<file path="src/sv/fsfc_pkg.sv">
`timescale 1ns / 1ps
// shared types, character codes and per-character decode functions
// for the fasta sequence stream filter; no dependencies
package fsfc_pkg;

   localparam int LINE_COUNT_BITS  = 32;
   localparam int LINE_NUMBER_BITS = 32;
   localparam int RSP_DEPTH        = 4;
   localparam int RSP_CNT_BITS     = $clog2(RSP_DEPTH + 1);

   localparam logic [7:0] CHAR_NEWLINE = 8'h0A;
   localparam logic [7:0] CHAR_RETURN  = 8'h0D;
   localparam logic [7:0] CHAR_TAB     = 8'h09;
   localparam logic [7:0] CHAR_SPACE   = 8'h20;
   localparam logic [7:0] CHAR_SEMI    = 8'h3B;
   localparam logic [7:0] CHAR_GT      = 8'h3E;
   localparam logic [7:0] CHAR_STAR    = 8'h2A;
   localparam logic [7:0] CHAR_DASH    = 8'h2D;
   localparam logic [7:0] CHAR_UP_A    = 8'h41;
   localparam logic [7:0] CHAR_UP_Z    = 8'h5A;
   localparam logic [7:0] CHAR_LOW_A   = 8'h61;
   localparam logic [7:0] CHAR_LOW_Z   = 8'h7A;
   localparam logic [7:0] CASE_OFFSET  = 8'h20;

   typedef enum logic [1:0] {
      PHASE_START,
      PHASE_IGNORE,
      PHASE_SEQ
   } phase_type;

   typedef enum logic [1:0] {
      KIND_RESIDUE,
      KIND_RECORD,
      KIND_INVALID,
      KIND_NO_HEADER
   } kind_type;

   typedef struct packed {
      kind_type   kind;
      logic [7:0] value;
   } result_type;

   typedef struct packed {
      phase_type phase;
      logic      seen_header;
      logic      held_return;
   } line_state_type;

   typedef struct packed {
      logic [1:0]     count;
      result_type     first;
      result_type     second;
      logic           newline;
      line_state_type next;
   } decode_type;

   typedef struct packed {
      kind_type                    kind;
      logic [7:0]                  value;
      logic [LINE_NUMBER_BITS-1:0] line_number;
      logic                        last;
   } rsp_type;

   typedef struct packed {
      logic       emit;
      result_type res;
      phase_type  phase;
      logic       seen_header;
   } char_step_type;

   function automatic char_step_type seq_char(logic [7:0] c, phase_type phase, logic seen);
      logic [7:0]    u;
      char_step_type s;
      s.phase       = phase;
      s.seen_header = seen;
      s.emit        = 1'b0;
      s.res.kind    = KIND_RESIDUE;
      s.res.value   = 8'h00;
      u = c;
      if (c >= CHAR_LOW_A && c <= CHAR_LOW_Z) begin
         u = c - CASE_OFFSET;
      end
      if (c == CHAR_SPACE || c == CHAR_TAB) begin
         s.emit = 1'b0;
      end else if ((u >= CHAR_UP_A && u <= CHAR_UP_Z) || u == CHAR_STAR || u == CHAR_DASH) begin
         s.emit      = 1'b1;
         s.res.kind  = KIND_RESIDUE;
         s.res.value = u;
      end else begin
         s.emit      = 1'b1;
         s.res.kind  = KIND_INVALID;
         s.res.value = c;
      end
      return s;
   endfunction

   function automatic char_step_type line_char(logic [7:0] c, phase_type phase, logic seen);
      char_step_type s;
      s.phase       = phase;
      s.seen_header = seen;
      s.emit        = 1'b0;
      s.res.kind    = KIND_RESIDUE;
      s.res.value   = 8'h00;
      unique case (phase)
         PHASE_START: begin
            if (c == CHAR_SEMI) begin
               s.phase = PHASE_IGNORE;
            end else if (c == CHAR_GT) begin
               s.phase       = PHASE_IGNORE;
               s.seen_header = 1'b1;
               s.emit        = 1'b1;
               s.res.kind    = KIND_RECORD;
            end else if (!seen) begin
               s.phase    = PHASE_IGNORE;
               s.emit     = 1'b1;
               s.res.kind = KIND_NO_HEADER;
            end else begin
               s = seq_char(c, PHASE_SEQ, seen);
            end
         end
         PHASE_SEQ: begin
            s = seq_char(c, phase, seen);
         end
         default: begin
            s.emit = 1'b0;
         end
      endcase
      return s;
   endfunction

endpackage

</file>
<file path="src/sv/fsfc_byte_decode.sv">
`timescale 1ns / 1ps
// per-byte decode: held carriage return, line kind and up to two results
// depends on fsfc_pkg
module fsfc_byte_decode
   import fsfc_pkg::*;
(
   input  logic [7:0]     text_byte,
   input  line_state_type state,
   output decode_type     decode
);

   char_step_type held_step;
   char_step_type byte_step;
   logic          is_return;
   logic          byte_emit;

   always_comb begin
      if (state.held_return) begin
         held_step = line_char(CHAR_RETURN, state.phase, state.seen_header);
      end else begin
         held_step.emit        = 1'b0;
         held_step.res.kind    = KIND_RESIDUE;
         held_step.res.value   = 8'h00;
         held_step.phase       = state.phase;
         held_step.seen_header = state.seen_header;
      end
      byte_step = line_char(text_byte, held_step.phase, held_step.seen_header);
      is_return = (text_byte == CHAR_RETURN);
      byte_emit = byte_step.emit && !is_return;

      decode.newline = (text_byte == CHAR_NEWLINE);
      decode.second  = byte_step.res;
      if (decode.newline) begin
         decode.count            = 2'd0;
         decode.first            = byte_step.res;
         decode.next.phase       = PHASE_START;
         decode.next.seen_header = state.seen_header;
         decode.next.held_return = 1'b0;
      end else begin
         decode.next.held_return = is_return;
         if (is_return) begin
            decode.next.phase       = held_step.phase;
            decode.next.seen_header = held_step.seen_header;
         end else begin
            decode.next.phase       = byte_step.phase;
            decode.next.seen_header = byte_step.seen_header;
         end
         if (held_step.emit) begin
            decode.first = held_step.res;
            decode.count = byte_emit ? 2'd2 : 2'd1;
         end else begin
            decode.first = byte_step.res;
            decode.count = byte_emit ? 2'd1 : 2'd0;
         end
      end
   end

endmodule

</file>
<file path="src/sv/fasta_sequence_stream_filter_core.sv">
`timescale 1ns / 1ps
// top level of the fasta sequence stream filter: line state, line counter, result queue
// depends on fsfc_pkg and fsfc_byte_decode
//
// Takes FASTA text one byte per transfer and gives residues, record starts and
// warnings, each tagged with the saturating one-based line number and a last flag on
// the final result of its byte. A byte is decoded in the cycle it is taken and its
// zero, one or two results go into a four-entry result queue; rsp_ valid comes from
// the head of that queue. A byte is taken every cycle while the queue holds at most
// two results, so the rate is one byte per cycle, limited only by the result side when
// a held carriage return makes a byte give two results. Results are registered into the queue
// and reach rsp_ once earlier results are taken. No clearing pass is needed after reset.
module fasta_sequence_stream_filter_core
   import fsfc_pkg::*;
(
   input  logic                        clock,
   input  logic                        reset,
   input  logic                        req_valid,
   output logic                        req_ready,
   input  logic [7:0]                  req_text_byte,
   output logic                        rsp_valid,
   input  logic                        rsp_ready,
   output logic [1:0]                  rsp_kind,
   output logic [7:0]                  rsp_value,
   output logic [LINE_NUMBER_BITS-1:0] rsp_line_number,
   output logic                        rsp_last
);

   line_state_type             state_ff;
   line_state_type             state_in;
   logic [LINE_COUNT_BITS-1:0] line_count_ff;
   logic [LINE_COUNT_BITS-1:0] line_count_in;
   rsp_type                    queue_ff [RSP_DEPTH];
   rsp_type                    queue_in [RSP_DEPTH];
   logic [RSP_CNT_BITS-1:0]    count_ff;
   logic [RSP_CNT_BITS-1:0]    count_in;

   decode_type                  decode;
   logic                        req_fire;
   logic                        rsp_fire;
   logic [1:0]                  push_n;
   logic [RSP_CNT_BITS-1:0]     base;
   logic [LINE_NUMBER_BITS-1:0] line_number;
   rsp_type                     write0;
   rsp_type                     write1;

   fsfc_byte_decode u_decode (
      .text_byte (req_text_byte),
      .state     (state_ff),
      .decode    (decode)
   );

   assign req_ready = (count_ff <= RSP_CNT_BITS'(RSP_DEPTH - 2));
   assign rsp_valid = (count_ff != '0);
   assign req_fire  = req_valid && req_ready;
   assign rsp_fire  = rsp_valid && rsp_ready;

   assign rsp_kind        = queue_ff[0].kind;
   assign rsp_value       = queue_ff[0].value;
   assign rsp_line_number = queue_ff[0].line_number;
   assign rsp_last        = queue_ff[0].last;

   // show all ones once the count no longer fits the output field
   assign line_number = ((line_count_ff >> LINE_NUMBER_BITS) != '0) ? '1
                        : LINE_NUMBER_BITS'(line_count_ff);

   assign push_n = req_fire ? decode.count : 2'd0;
   assign base   = count_ff - RSP_CNT_BITS'(rsp_fire);

   always_comb begin
      write0.kind        = decode.first.kind;
      write0.value       = decode.first.value;
      write0.line_number = line_number;
      write0.last        = (decode.count == 2'd1);
      write1.kind        = decode.second.kind;
      write1.value       = decode.second.value;
      write1.line_number = line_number;
      write1.last        = 1'b1;
   end

   always_comb begin
      for (int i = 0; i < RSP_DEPTH; i++) begin
         queue_in[i] = queue_ff[i];
      end
      if (rsp_fire) begin
         for (int i = 0; i < RSP_DEPTH - 1; i++) begin
            queue_in[i] = queue_ff[i + 1];
         end
      end
      for (int i = 0; i < RSP_DEPTH; i++) begin
         if (push_n != 2'd0 && base == RSP_CNT_BITS'(i)) begin
            queue_in[i] = write0;
         end
         if (push_n == 2'd2 && base + RSP_CNT_BITS'(1) == RSP_CNT_BITS'(i)) begin
            queue_in[i] = write1;
         end
      end
      count_in = base + RSP_CNT_BITS'(push_n);
   end

   always_comb begin
      state_in      = state_ff;
      line_count_in = line_count_ff;
      if (req_fire) begin
         state_in = decode.next;
         if (decode.newline && line_count_ff != '1) begin
            line_count_in = line_count_ff + LINE_COUNT_BITS'(1);
         end
      end
   end

   always_ff @(posedge clock) begin
      if (reset) begin
         state_ff.phase       <= PHASE_START;
         state_ff.seen_header <= 1'b0;
         state_ff.held_return <= 1'b0;
         line_count_ff        <= LINE_COUNT_BITS'(1);
         count_ff             <= '0;
      end else begin
         state_ff      <= state_in;
         line_count_ff <= line_count_in;
         count_ff      <= count_in;
      end
   end

   always_ff @(posedge clock) begin
      for (int i = 0; i < RSP_DEPTH; i++) begin
         queue_ff[i] <= queue_in[i];
      end
   end

   assert property (@(posedge clock) disable iff (reset)
      count_ff <= RSP_CNT_BITS'(RSP_DEPTH))
      else $error("result queue count out of range");

   assert property (@(posedge clock) disable iff (reset)
      line_count_ff != '0)
      else $error("line counter wrapped to zero");

   assert property (@(posedge clock) disable iff (reset)
      req_fire && req_text_byte == CHAR_NEWLINE
      |=> state_ff.phase == PHASE_START && !state_ff.held_return)
      else $error("newline did not return to line start");

   assert property (@(posedge clock) disable iff (reset)
      req_fire && decode.count != 2'd0 && decode.first.kind == KIND_RECORD
      |=> state_ff.seen_header)
      else $error("record start without header flag");

   assert property (@(posedge clock) disable iff (reset)
      req_fire && req_text_byte == CHAR_RETURN |=> state_ff.held_return)
      else $error("carriage return not held");

endmodule
</file>
<file path="config.mk">
export PLATFORM = sky130hd
export DESIGN_NAME = fasta_sequence_stream_filter_core
export DESIGN_NICKNAME = d
export VERILOG_FILES = /design/src/sv/fsfc_pkg.sv /design/src/sv/fsfc_byte_decode.sv /design/src/sv/fasta_sequence_stream_filter_core.sv
export SDC_FILE = /design/constraint.sdc
export NUM_CORES = 1
export LEC_CHECK = 0
export BUFFER_PORTS_ARGS = -buffer_cell sky130_fd_sc_hd__buf_4
export CORE_ASPECT_RATIO = 0.5
export CORE_MARGIN = 5
export CORE_UTILIZATION = 55
export DETAILED_ROUTE_END_ITERATION = 12
export PLACE_DENSITY = 0.75
export SKIP_CTS_REPAIR_TIMING = 1
export SLEW_MARGIN = 20
export SYNTH_ARGS = -nofsm -noshare
export SYNTH_HDL_FRONTEND = slang
export SYNTH_SLANG_ARGS = --single-unit
export TNS_END_PERCENT = 30
</file>
<file path="constraint.sdc">
create_clock -name clock -period 9.4 [get_ports clock]
set_input_delay 1.41 -clock clock [delete_from_list [all_inputs] [get_ports clock]]
set_output_delay 1.41 -clock clock [all_outputs]
set_load 0.05 [all_outputs]
</file>
==> results.md, run 1 <==
- Status: finished, final reports clean
- Syn. warnings: 0
- Tmin final: 5570 ps
- Ys flop type: edfxtp_1
- Nets@finish: 797
- Rows: 34
- Final setup fails: 0
- Total clock sinks: 211
- Max Root-Sink Buffers: 3
- TritonCTS buffer count: 20
- Largest family of logic cells by synthesized area: simple AND/OR/NAND/NOR gates
- RSZ-0062 raised after global routing: no
- PD cells: 331 mW/mm^2
- Vias in the first global route: 6098
- Startpoint types: input pin
- Starting density of the core: 0.560
- Initial antenna violation count: 0
- Die area: 0.0206 mm^2
- CP endpoint kind: flip-flop
- Final ANT Viol Nets: 0
- Seq/Total Area, Yosys: 0.606
- Clk_lat worst skew: 500 ps
- Pre-antenna DRT Iters: 5
- Ant. Diodes: 0
- Cells after Synth: 737
- Yosys cell types: 68
- Fmax: 179 MHz
- Area share of fa/ha/maj cells after synthesis: 0.0123
- Hold EP: queue_ff[3][0]$_SDFFE_PP1P_
- Global route overflow: 0
- Post-Synth Simple-Gate Area: 0.134
- Max-Cap Viols: 0
- Wire per inst: 18.2 um
- Power, Total: 3640 uW
- Slew Viols, Final: 0
- Setup TNS: 0 ps
- Reg clk slew, reported paths: 60 ps
- Port Buffers: 56
- Commonest non-fill, non-tap cell in the layout: edfxtp_1
- Leakage: 0.00378 uW
- IR drop worst, VDD: 0.168 mV
- Mean post-synth cell area: 13.2 um^2
- Worst Max-Slew Pin Slew: 1070 ps
- M2 GR Usage: 0.301
- CP peak stage delay: 850 ps
- Async SR Flop Fraction: 0
- Hold Path Stages: 1
- GR peak layer: met2
- Reg-to-reg startpoint: count_ff[2]$_SDFF_PP0_
- Worst Skew: 20.0 ps
- Mapped cell area: 0.00975 mm^2
- Global Route Usage Sum: 0.180
- DRT iter0 DRCs: 488
- Slowest cell on crit path: nand2_2
- FF-to-FF End: queue_ff[1][24]$_DFFE_PP_
- Area growth, synth to finish: 13.0%
- Reg2reg path depth: 12
- Clock tree from TritonCTS: yes
- Post-synth EDFFs: 168
- Critical path class: input pin to flip-flop
- Slew headroom: 0.286
- Final Hold Viols: 0
- Beginning of the worst hold path: queue_ff[3][0]$_SDFFE_PP1P_
- Via Count: 6227
- Number of synthesized register bits: 211
- Core area: 0.0174 mm^2
- Total Routed Length: 18600 um
- CTS Root Cell: clkbuf_16
- Max FO, Critical Path: 42
- Crit path required time: 9510 ps
- Die extent in y: 104 um
- DRC Markers: 0
- Largest net degree at the start of global routing: 69
- Met3 Use GR: 0.0343
- Met1 Use GR: 0.250
- Post-synthesis mux area share: 0.111
- CTS H-tree lvls: 1
- R2r setup slk: 4610 ps
- WP data arrival: 5690 ps
- Final HPWL DP: 11700 um
- Final Cycle Share: 0.593
- Io pins: 57
- First-pass GRT wire length: 30900 um
- Syn_nets: 758
- Die X-Extent: 198 um
- Share of layout cells above drive strength 1: 0.278
- XOR/XNOR share of the synthesized area: 0.00270
- RD Place Congestion: 0.948
- Via density: 6.08
- Crit-path cells: buf_4, inv_1, ha_1, or4b_2, o21ai_0, and3_1, a21oi_1, o21a_1, ha_1, nand3b_1, nor4_1, nor2_4, buf_4, nand2_2
- Worst hold path class: flip-flop to flip-flop
- Most frequent cells in the layout: 168 x edfxtp_1, 95 x mux2_2, 63 x buf_4, 43 x dfxtp_1, 39 x and2_1
- Compound-Gate Fraction of Synth Area: 0.106
- FILL cells: 1316
-- worst max path at each step --
stage	cells after the start	end	slack [ps]	startpoint
floorplan	14	queue_ff[3][42]$_DFFE_PP_	3450	req_text_byte[6]
global placement	14	queue_ff[1][25]$_DFFE_PP_	3490	req_text_byte[6]
detailed placement	14	queue_ff[1][25]$_DFFE_PP_	3370	req_text_byte[6]
CTS	14	queue_ff[1][35]$_DFFE_PP_	3870	req_text_byte[6]
global route	14	queue_ff[1][35]$_DFFE_PP_	3620	req_text_byte[6]
finish	14	queue_ff[1][24]$_DFFE_PP_	3830	req_text_byte[6]
-- metrics by stage --
step | hold WS [ps] | util | setup slack, ps | cell area [um^2] | instances
floorplan | 435 | - | 3450 | 9750 | 737
global placement | 451 | 0.593 | 3490 | 10300 | 988
detailed placement | 454 | 0.593 | 3370 | 10300 | 988
CTS | 469 | 0.633 | 3870 | 11000 | 1024
global route | 500 | 0.633 | 3620 | 11000 | 1024
finish | 469 | 0.633 | 3830 | 11000 | 1024
-- state kept, by name, indices dropped and copies added, names as in the netlist, named ones only --
name	flops
line_count_ff	32
queue_ff	172
state_ff	3
count_ff	3
-- report_power, final --
| group | internal [uW] | leakage, uW | switching [uW] |
|---|---|---|---|
| combinational | 435 | 0.00149 | 798 |
| sequential | 1500 | 0.00196 | 86.7 |
| clock | 484 | 0.000334 | 344 |
-- layer usage --
metal	vias up	share of wire	wire (um)
met5	-	0	0
met3	25	0.058	1080
li1	2970	-	-
met1	3055	0.46	8510
met2	177	0.47	8760
met4	0	0.014	267
-- synth_stat cells, drive strengths merged, types with 6 or more instances --
| library cell | count | area [um^2] |
|---|---|---|
| a21oi | 36 | 184 |
| a221o | 8 | 80.1 |
| a32o | 12 | 120 |
| and2 | 39 | 244 |
| and4 | 6 | 52.6 |
| buf | 24 | 130 |
| clkbuf | 22 | 83.8 |
| dfxtp | 43 | 861 |
| edfxtp | 168 | 5040 |
| ha | 8 | 100 |
| inv | 16 | 60.1 |
| mux2 | 96 | 1080 |
| nand2 | 31 | 116 |
| nand3 | 17 | 85.1 |
| nand4 | 9 | 56.3 |
| nor2 | 25 | 106 |
| nor2b | 6 | 37.5 |
| nor3 | 7 | 35.0 |
| nor4 | 9 | 75.1 |
| o21ai | 19 | 95.1 |
| o31ai | 19 | 143 |
| or2 | 8 | 50.1 |
| or3 | 10 | 62.6 |
| or4 | 21 | 158 |
-- critical path: cells and delay by family --
| kind | cells | cell delay (ps) |
|---|---|---|
| compound gates | 3 | 370 |
| fa+ha+maj | 2 | 480 |
| buf+inv | 3 | 590 |
| simple gates | 6 | 2820 |
-- cells by family after synthesis --
logic type | after synthesis
AOI/OAI and AO/OA | 141
xor gates and xnor gates | 3
adders and majority gates | 9
buffers and inverters | 62
DFF | 211
muxes | 96
and+or+nand+nor | 215
-- area by class of cell --
cell class / instances / area (um^2) / share of cell area
flip-flops and latches: 211 / 5910 / 0.536
multi-input cells: 464 / 3600 / 0.327
clock buffers: 21 / 514 / 0.0467
repair buffers: 63 / 473 / 0.0429
well taps: 234 / 293 / 0.0266
clock inverters: 15 / 168 / 0.0152
inverters: 16 / 60.1 / 0.00545
(Power assumes the default switching activity.)
==> run 2, diff against run 1 <==
Settings changed: PLACE_DENSITY 0.75 to 0.78.
Clock period 9.4 ns to 4.9 ns, I/O delays scaled along.
==> run 2 against run 1 <==
Clock skew up 2.7 ps. Sequential power grew 92%. Core utilization rose by 0.28 points. Largest power group unchanged. Register-to-register slack worse by 3600 ps. Clock-buffer cell count is 4 higher. Critical path depth is 1 higher. Hold slack gained 7.8 ps. Non-clock buffer count up 10. Wire length is 3.8% higher. Critical path type unchanged. First-iteration DRC count decreased by 16%. Critical endpoint is now queue_ff[0][4]$_DFFE_PP_. Sequential share of layout area fell by 0.24 points.
==> results.md, run 2 (same netlist as run 1, synthesis figures left out) <==
- Worst hold path class: flip-flop to flip-flop
- Crit-path cells: buf_4, inv_1, ha_1, or4b_2, o21ai_0, and3_1, a21oi_1, o21a_1, ha_1, o21ai_0, nor4_2, nor2_4, buf_12, nand2_2, buf_12
- WP data arrival: 4220 ps
- Die area: 0.0206 mm^2
- Power, Total: 6950 uW
- Largest regs: queue_ff x172, line_count_ff x32
- Global route overflow: 0
- Slew headroom: 0.297
- CTS H-tree lvls: 1
- Tmin final: 4050 ps
- Global Route Usage Sum: 0.187
- Clock tree from TritonCTS: yes
- Setup crit start: req_text_byte[6]
- Clk_lat worst skew: 500 ps
- Share of layout cells above drive strength 1: 0.278
- Met2 Wirelength: 9180 um
- Most frequent cells in the layout: 168 x edfxtp_1, 95 x mux2_2, 69 x buf_4, 43 x dfxtp_1, 39 x and2_1
- Max FO, Critical Path: 42
- Storage element area: 0.00591 mm^2
- R2r setup slk: 990 ps
- Starting density of the core: 0.560
- Final Hold Viols: 0
- PD cells: 628 mW/mm^2
- Total Routed Length: 19300 um
- CP endpoint: queue_ff[0][4]$_DFFE_PP_
- Status: finished, final reports clean
- Max Root-Sink Buffers: 3
- Ant. Diodes: 0
- Die extent in y: 104 um
- First-pass GRT wire length: 32100 um
- Largest Register: queue_ff
- Leakage: 0.00381 uW
- Core area: 0.0174 mm^2
- DRT iter0 DRCs: 408
- Largest net degree at the start of global routing: 67
- Die X-Extent: 198 um
- Metal1 wirelength: 8810 um
- WL met3: 1120 um
- Total clock sinks: 211
- Critical path class: input pin to flip-flop
- Worst Max-Slew Pin Slew: 1050 ps
- Fin cells: 1034
- Io pins: 57
- Multi-input logic area: 0.00359 mm^2
- TritonCTS buffer count: 20
- Port Buffers: 56
- Final HPWL DP: 12600 um
- Pre-antenna DRT Iters: 5
- Area growth, synth to finish: 13.5%
- Placed insts: 998
- Initial antenna violation count: 0
- Max-Cap Viols: 0
- FILL cells: 1273
- Via Count: 6292
- Worst Skew: 22.7 ps
- IR drop worst, VDD: 0.398 mV
- Via density: 6.09
- RSZ-0062 raised after global routing: no
- Nets@finish: 807
- Rows: 34
- CP endpoint kind: flip-flop
- CP peak stage delay: 690 ps
- Fmax: 247 MHz
- Slew Viols, Final: 0
- Wire per inst: 18.7 um
- FF-to-FF End: queue_ff[0][4]$_DFFE_PP_
- DRC Markers: 0
- Commonest non-fill, non-tap cell in the layout: edfxtp_1
- Crit path required time: 5070 ps
- Slowest cell on crit path: nor4_2
- Final setup fails: 0
- Reg-to-reg startpoint: count_ff[2]$_SDFF_PP0_
- Max reg flops: 172
- Vias in the first global route: 6217
- Final Cycle Share: 0.826
- RD Place Congestion: 0.873
- Reg clk slew, reported paths: 60 ps
- Final ANT Viol Nets: 0
- Reg2reg path depth: 12
- CTS Root Cell: clkbuf_16
- Top Layer Used: met4
- Startpoint types: input pin
## run 2: cell count changes in the layout (fill, tap and decap cells not counted), sizes merged
cell / before / now
clkbuf: 21 / 25
buf: 63 / 73
clkinvlp: 2 / 0
bufinv: 3 / 1
## run 2: power breakdown
group	total (uW)	switching [uW]	leakage (uW)	internal (uW)
sequential	3030	169	0.00196	2860
combinational	2470	1570	0.00156	901
clock	1450	643	0.000299	812
## run 2: layout make-up
class	count	area share
Inverter	16	0.00543
Timing Repair Buffer	73	0.0541
Tap cell	234	0.0265
Sequential cell	211	0.534
Clock buffer	25	0.0469
Clock inverter	11	0.00826
Multi-Input combinational cell	464	0.325
## run 2: per-stage QoR
step	TNS, ps	setup WS (ps)	util	hold WS (ps)	instance area, um^2
after floorplan	-3290	-78.3	-	435	9750
after global placement	0	481	0.601	453	10500
after detailed placement	0	386	0.601	460	10500
after CTS	0	903	0.636	476	11100
after global routing	0	607	0.636	489	11100
final	0	853	0.636	476	11100
## run 2: worst max-delay path, delay by kind of cell
| kind | cells | cell delay [ps] |
|---|---|---|
| simple gates | 5 | 1650 |
| fa+ha+maj | 2 | 480 |
| compound gates | 4 | 560 |
| buf+inv | 4 | 710 |
## run 2: metal layers
metal / track usage / vias to the layer above
met3: 0.0343 / 15
met2: 0.312 / 188
met5: 0 / -
met4: 0.0344 / 0
met1: 0.262 / 3085
li1: - / 3004
## run 2: how the worst min path moves through the flow
stage,end,slack [ps],cells after the start,from
after global routing,queue_ff[3][0]$_SDFFE_PP1P_,490,1,queue_ff[3][0]$_SDFFE_PP1P_
final,queue_ff[3][0]$_SDFFE_PP1P_,480,1,queue_ff[3][0]$_SDFFE_PP1P_
after global placement,queue_ff[3][0]$_SDFFE_PP1P_,450,1,queue_ff[3][0]$_SDFFE_PP1P_
after floorplan,queue_ff[3][0]$_SDFFE_PP1P_,440,1,queue_ff[3][0]$_SDFFE_PP1P_
after detailed placement,queue_ff[3][0]$_SDFFE_PP1P_,460,1,queue_ff[3][0]$_SDFFE_PP1P_
after CTS,queue_ff[3][0]$_SDFFE_PP1P_,480,1,queue_ff[3][0]$_SDFFE_PP1P_
